===== config.mk =====
export PLATFORM = sky130hd
export DESIGN_NAME = lrf_ctrl
export DESIGN_NICKNAME = d
export VERILOG_FILES = /design/src/hdl/lrf_pkg.sv /design/src/hdl/lrf_ctrl.sv
export VERILOG_INCLUDE_DIRS = /design/src /design/src/hdl
export SDC_FILE = /design/constraint.sdc
export NUM_CORES = 1
export LEC_CHECK = 0
export BUFFER_PORTS_ARGS = -buffer_cell sky130_fd_sc_hd__buf_2
export CAP_MARGIN = 20
export CORE_AREA = 2 2 39 41
export DETAILED_ROUTE_END_ITERATION = 8
export DIE_AREA = 0 0 41 43
export HOLD_SLACK_MARGIN = 0.02
export PLACE_DENSITY = 0.4
export SYNTH_ARGS = -nofsm -noshare
export SYNTH_HDL_FRONTEND = slang
export SYNTH_SLANG_ARGS = --single-unit

===== constraint.sdc =====
create_clock -name clk -period 1.5 [get_ports clk]
set_input_delay 0.45 -clock clk [delete_from_list [all_inputs] [get_ports clk]]
set_output_delay 0.45 -clock clk [all_outputs]
set_load 0.02 [all_outputs]

===== src/hdl/line_rasterizer_framebuffer_macros.svh =====
// Assertion macros for the line rasterizer framebuffer RTL, included by lrf_ctrl.
// Depends on a clock named clk and a reset named rst in the including module.
`ifndef LINE_RASTERIZER_FRAMEBUFFER_MACROS_SVH
`define LINE_RASTERIZER_FRAMEBUFFER_MACROS_SVH

// The consequent holds in the same cycle as the antecedent.
`define LRF_ASSERT_SAME(label, ante, cons, msg) \
  label: assert property (@(posedge clk) disable iff (rst) (ante) |-> (cons)) \
    else $error(msg);

// The consequent holds in the cycle after the antecedent.
`define LRF_ASSERT_NEXT(label, ante, cons, msg) \
  label: assert property (@(posedge clk) disable iff (rst) (ante) |=> (cons)) \
    else $error(msg);

`endif


===== src/hdl/lrf_pkg.sv =====
// Shared types and constants for the line rasterizer framebuffer.
// No dependencies; used by the controller, the datapath and the top level.
`default_nettype none

package lrf_pkg;

  localparam int PAGE_ROWS = 8;
  localparam int X_W       = 7;
  localparam int Y_W       = 5;
  localparam int ADDR_W    = 9;
  localparam int BYTE_W    = 8;
  localparam int CNT_W     = 8;
  localparam int ERR_W     = 10;

  localparam logic ACTION_DRAW = 1'b0;
  localparam logic ACTION_READ = 1'b1;

  typedef struct packed {
    logic clear;
    logic load;
    logic step;
    logic rd_issue;
    logic publish;
  } lrf_cmd_t;

  typedef struct packed {
    logic clear_last;
    logic last_point;
  } lrf_status_t;

endpackage

`default_nettype wire


===== src/hdl/lrf_ctrl.sv =====
// Controller state machine of the line rasterizer: clearing pass, handshakes and sequencing.
// Depends on lrf_pkg and the assertion macros; commands lrf_datapath.
`default_nettype none

`include "line_rasterizer_framebuffer_macros.svh"

module lrf_ctrl (
  input  wire                   clk,
  input  wire                   rst,
  input  wire                   in_valid,
  output logic                  in_stall,
  input  wire                   action,
  output logic                  out_valid,
  input  wire                   out_stall,
  output lrf_pkg::lrf_cmd_t     cmd,
  input  wire lrf_pkg::lrf_status_t status
);

  localparam logic [2:0] S_CLEAR  = 3'd0;
  localparam logic [2:0] S_IDLE   = 3'd1;
  localparam logic [2:0] S_DRAW   = 3'd2;
  localparam logic [2:0] S_FLUSH  = 3'd3;
  localparam logic [2:0] S_READ   = 3'd4;
  localparam logic [2:0] S_RESULT = 3'd5;

  logic [2:0] state, state_next;
  logic       out_free;

  assign in_stall = state != S_IDLE;
  assign out_free = !out_valid || !out_stall;

  always_comb begin
    cmd        = '0;
    state_next = state;
    case (state)
      S_CLEAR: begin
        cmd.clear = 1'b1;
        if (status.clear_last) begin
          state_next = S_IDLE;
        end
      end
      S_IDLE: begin
        if (in_valid) begin
          cmd.load   = 1'b1;
          state_next = (action == lrf_pkg::ACTION_READ) ? S_READ : S_DRAW;
        end
      end
      S_DRAW: begin
        cmd.step = 1'b1;
        if (status.last_point) begin
          state_next = S_FLUSH;
        end
      end
      S_FLUSH: begin
        state_next = S_RESULT;
      end
      S_READ: begin
        cmd.rd_issue = 1'b1;
        state_next   = S_RESULT;
      end
      S_RESULT: begin
        if (out_free) begin
          cmd.publish = 1'b1;
          state_next  = S_IDLE;
        end
      end
      default: begin
        state_next = S_IDLE;
      end
    endcase
  end

  always_ff @(posedge clk) begin
    if (rst) begin
      state     <= S_CLEAR;
      out_valid <= 1'b0;
    end else begin
      state <= state_next;
      if (cmd.publish) begin
        out_valid <= 1'b1;
      end else if (!out_stall) begin
        out_valid <= 1'b0;
      end
    end
  end

  `LRF_ASSERT_SAME(a_publish_free, out_valid && out_stall, !cmd.publish, "result overwritten while stalled")
  `LRF_ASSERT_NEXT(a_accept_starts, in_valid && !in_stall, state == S_DRAW || state == S_READ, "accepted item not started")
  `LRF_ASSERT_SAME(a_clear_blocks, state == S_CLEAR, in_stall && !out_valid, "item or result during clearing pass")
  `LRF_ASSERT_NEXT(a_draw_walks, state == S_DRAW && !status.last_point, state == S_DRAW, "line walk cut short")

endmodule

`default_nettype wire


==> flow_metrics.env <==
export IMPL_status="finished with violations"
export IMPL_violations="setup timing"
export IMPL_area_delta_synth_final_pct=73.2
export IMPL_fp_coreArea_um2=1380
export IMPL_die_y_um=43
export IMPL_synth_top_family_by_area="simple AND/OR/NAND/NOR gates"
export IMPL_total_power_mw=0.528
export IMPL_ioPinCount=14
export IMPL_netlist_top_cells_count="dfxtp_1 (4), nor2_1 (4), nor3b_1 (3)"
export IMPL_synth_area_um2=275
export IMPL_synth_avg_cell_area_um2=8.60
export IMPL_synth_edf_count=0
export IMPL_synth_fa_ha_area_share_pct=0
export IMPL_synth_simple_area_share_pct=39.1
export IMPL_drtPass1Iterations=1
export IMPL_syn_nets=39
export IMPL_fin_ws_ps=-53.3
export IMPL_crit_end="in_stall"
export IMPL_crit_chain="nand2b_4, or2_4, buf_6"
export IMPL_peakVddDrop_v=0.000361
export IMPL_hp_class="input pin to flop"
export IMPL_synth_top_area_share_pct=29.1
export IMPL_cts_sinks=4
export IMPL_dieArea_um2=1760
export IMPL_clock_skew_final_ps=6.04
export IMPL_slowest_delay_ps=350
export IMPL_p_per_area_nw_per_um2=1110
export IMPL_final_setup_tns_ps=-95.8
export IMPL_place_inst=62
export IMPL_synth_cells=32
export IMPL_cp_slowest_cell="dfxtp_4"
export IMPL_path_class="flop to output port"
export IMPL_dieWidth_um=41
export IMPL_synth_main_ff_cell="dfxtp_1"
export IMPL_synth_async_reset_ratio_pct=0
export IMPL_synthXorXnorAreaFrac_pct=0
export IMPL_clock_path_buffers=2
export IMPL_vias=305
export IMPL_cp_end_kind="output port"
export IMPL_muxShareOfSynthArea_pct=3.64
export IMPL_drt_iter0_markers=0
export IMPL_cts_tree="yes"
export IMPL_grt_total_usage_pct=11.5
export IMPL_synth_top_area_cell="dfxtp_1"
export IMPL_max_cap_violations=0
export IMPL_instances_no_fill=69
export IMPL_ys_ff_latch=4
export IMPL_clkTransAtPathRegs_ps=40
export IMPL_timing_hold_violations_final=0
export IMPL_relSlewSlack_pct=83.1
export IMPL_r2r_end="state[0]$_SDFFE_PP0P_"
export IMPL_drc_errors=0
export IMPL_grt_overflow_total=0
export IMPL_fmax_mhz=644
export IMPL_antenna_found_initial=0
export IMPL_dp_hpwl_um=578
export IMPL_via_per_inst=4.42
export IMPL_power_leakage_nw=0.209
export IMPL_worstReg2RegStart="state[1]$_SDFFE_PP0P_"
export IMPL_root_buffer="clkbuf_4"
export IMPL_path_max_fanout=8
export IMPL_startpoint="state[1]$_SDFFE_PP0P_"
export IMPL_initial_core_util_pct=19.9
export IMPL_routed_wirelength_um=781
export IMPL_drive_gt1_share_pct=62.3
export IMPL_ys_seq_area_share_pct=29.1
export IMPL_max_slew_worst_pin_slew_ps=251
export IMPL_worstSetupStartpointType="flop"
export IMPL_drv_slew=0
export IMPL_antenna_cells=0
export IMPL_grt_pass1_vias=317
export IMPL_setup_violations=2
export IMPL_place_gp_congestion=0.681
export IMPL_yosys_warnings=0
export IMPL_drt_wirelength_per_cell_um=11.3
export IMPL_cts_buffers=3
export IMPL_ys_types=21
export IMPL_holdBufCountCts=0
export IMPL_grt_pass1_wl_um=1300
export IMPL_period_share_pct=104
export IMPL_synth_compound_area_share_pct=24.1
export IMPL_required_ps=1050
export IMPL_final_nets=62
export IMPL_r2r_slack_ps=100
export IMPL_clk_latency_ps=240
export IMPL_cp_arrival_ps=1100
export IMPL_fillCellCount=162
export IMPL_synth_area_top_cells="dfxtp_1 (29%), nand2b_4 (10%), nor3b_1 (8.2%)"
export IMPL_grt_max_degree=10
export IMPL_final_min_clock_period_ps=1550
export IMPL_ant_nets=0
export IMPL_rsz0062_at_grt="true"
export IMPL_reg2reg_depth=5
export IMPL_h_tree_depth=1
export IMPL_fp_row_count=14
export IMPL_io_buffer_count=13
[how the worst min path moves through the flow]
stage | startpoint | end | slack, ps | cells past startpoint
after floorplan | rst | out_valid$_SDFFE_PP0P_ | 520 | 1
after global placement | out_valid$_SDFFE_PP0P_ | out_valid$_SDFFE_PP0P_ | 480 | 2
after detailed placement | out_valid$_SDFFE_PP0P_ | out_valid$_SDFFE_PP0P_ | 490 | 2
after CTS | rst | out_valid$_SDFFE_PP0P_ | 440 | 2
after global routing | rst | out_valid$_SDFFE_PP0P_ | 450 | 2
final | rst | out_valid$_SDFFE_PP0P_ | 440 | 2
[cell families (layout without fill, tap and decap cells)]
| logic type | Yosys count | after routing |
|---|---|---|
| mux | 1 | 1 |
| simple gates | 16 | 16 |
| flops | 4 | 4 |
| buf+inv | 2 | 23 |
| compound gates | 9 | 9 |
[through the flow]
step	hold slack (ps)	util [%]	worst slack [ps]	area (µm²)
CTS	437	33.9	-63.4	469
finish	440	34.4	-53.3	477
global route	455	34.4	-88.9	477
global placement	480	27.5	54.7	380
detailed placement	492	27.5	39.3	380
floorplan	519	-	40.3	284
[placed cells by master, fill, tap and decap left out]
cell type  count
dfxtp_2        1
nor3b_4        1
nor4b_1        1
buf_4          9
or2_4          1
dfxtp_1        1
dfxtp_4        2
nor2_2         1
nor3_1         2
nor3b_1        2
clkbuf_4       3
a41oi_1        1
nand2_1        1
mux2i_1        1
a21oi_1        1
a21oi_2        1
a31o_1         1
buf_6          3
o21ai_0        1
o21bai_1       1
nor2_1         3
nand2b_1       1
buf_2          8
nand3b_1       1
o22a_1         1
nand2b_4       2
o22a_2         1
o21a_1         1
[per-layer routing]
metal,up-vias,global-route usage (%),wire [µm]
met4,0,8.00,0
met3,0,4.71,29
met1,140,11.2,292
met2,3,18.4,459
met5,-,0,0
li1,162,-,-
[where the power goes]
part / internal, mW / total, mW / switching [mW]
Sequential: 0.124 / 0.147 / 0.0229
Combinational: 0.136 / 0.247 / 0.111
Clock: 0.0895 / 0.134 / 0.0447
Total: 0.349 / 0.528 / 0.179
[layout make-up]
cell class | count | area, µm² | share of cell area [%]
clock buffers | 3 | 22.5 | 4.72
multi-input cells | 26 | 204 | 42.8
flip-flops and latches | 4 | 88.8 | 18.6
well taps | 16 | 20.0 | 4.20
repair buffers | 20 | 141 | 29.7
[timing repair]
action                                  in CTS  in global routing
pin swaps                                    1                  0
buffers inserted                             4                  0
endpoints found under the setup margin       5                  6
gates resized for setup                     13                  3
[sequential cells by signal, indices dropped and copies added (netlist names)]
| signal | cells |
|---|---|
| out_valid | 1 |
| state | 3 |
[worst max-delay path, delay by kind of cell, from the launching register on]
family                 cells  cell delay, ps
buffers and inverters      1             130
flip-flops                 1             350
AND/OR/NAND/NOR            2             390
Power figures use the tool's default switching activity.
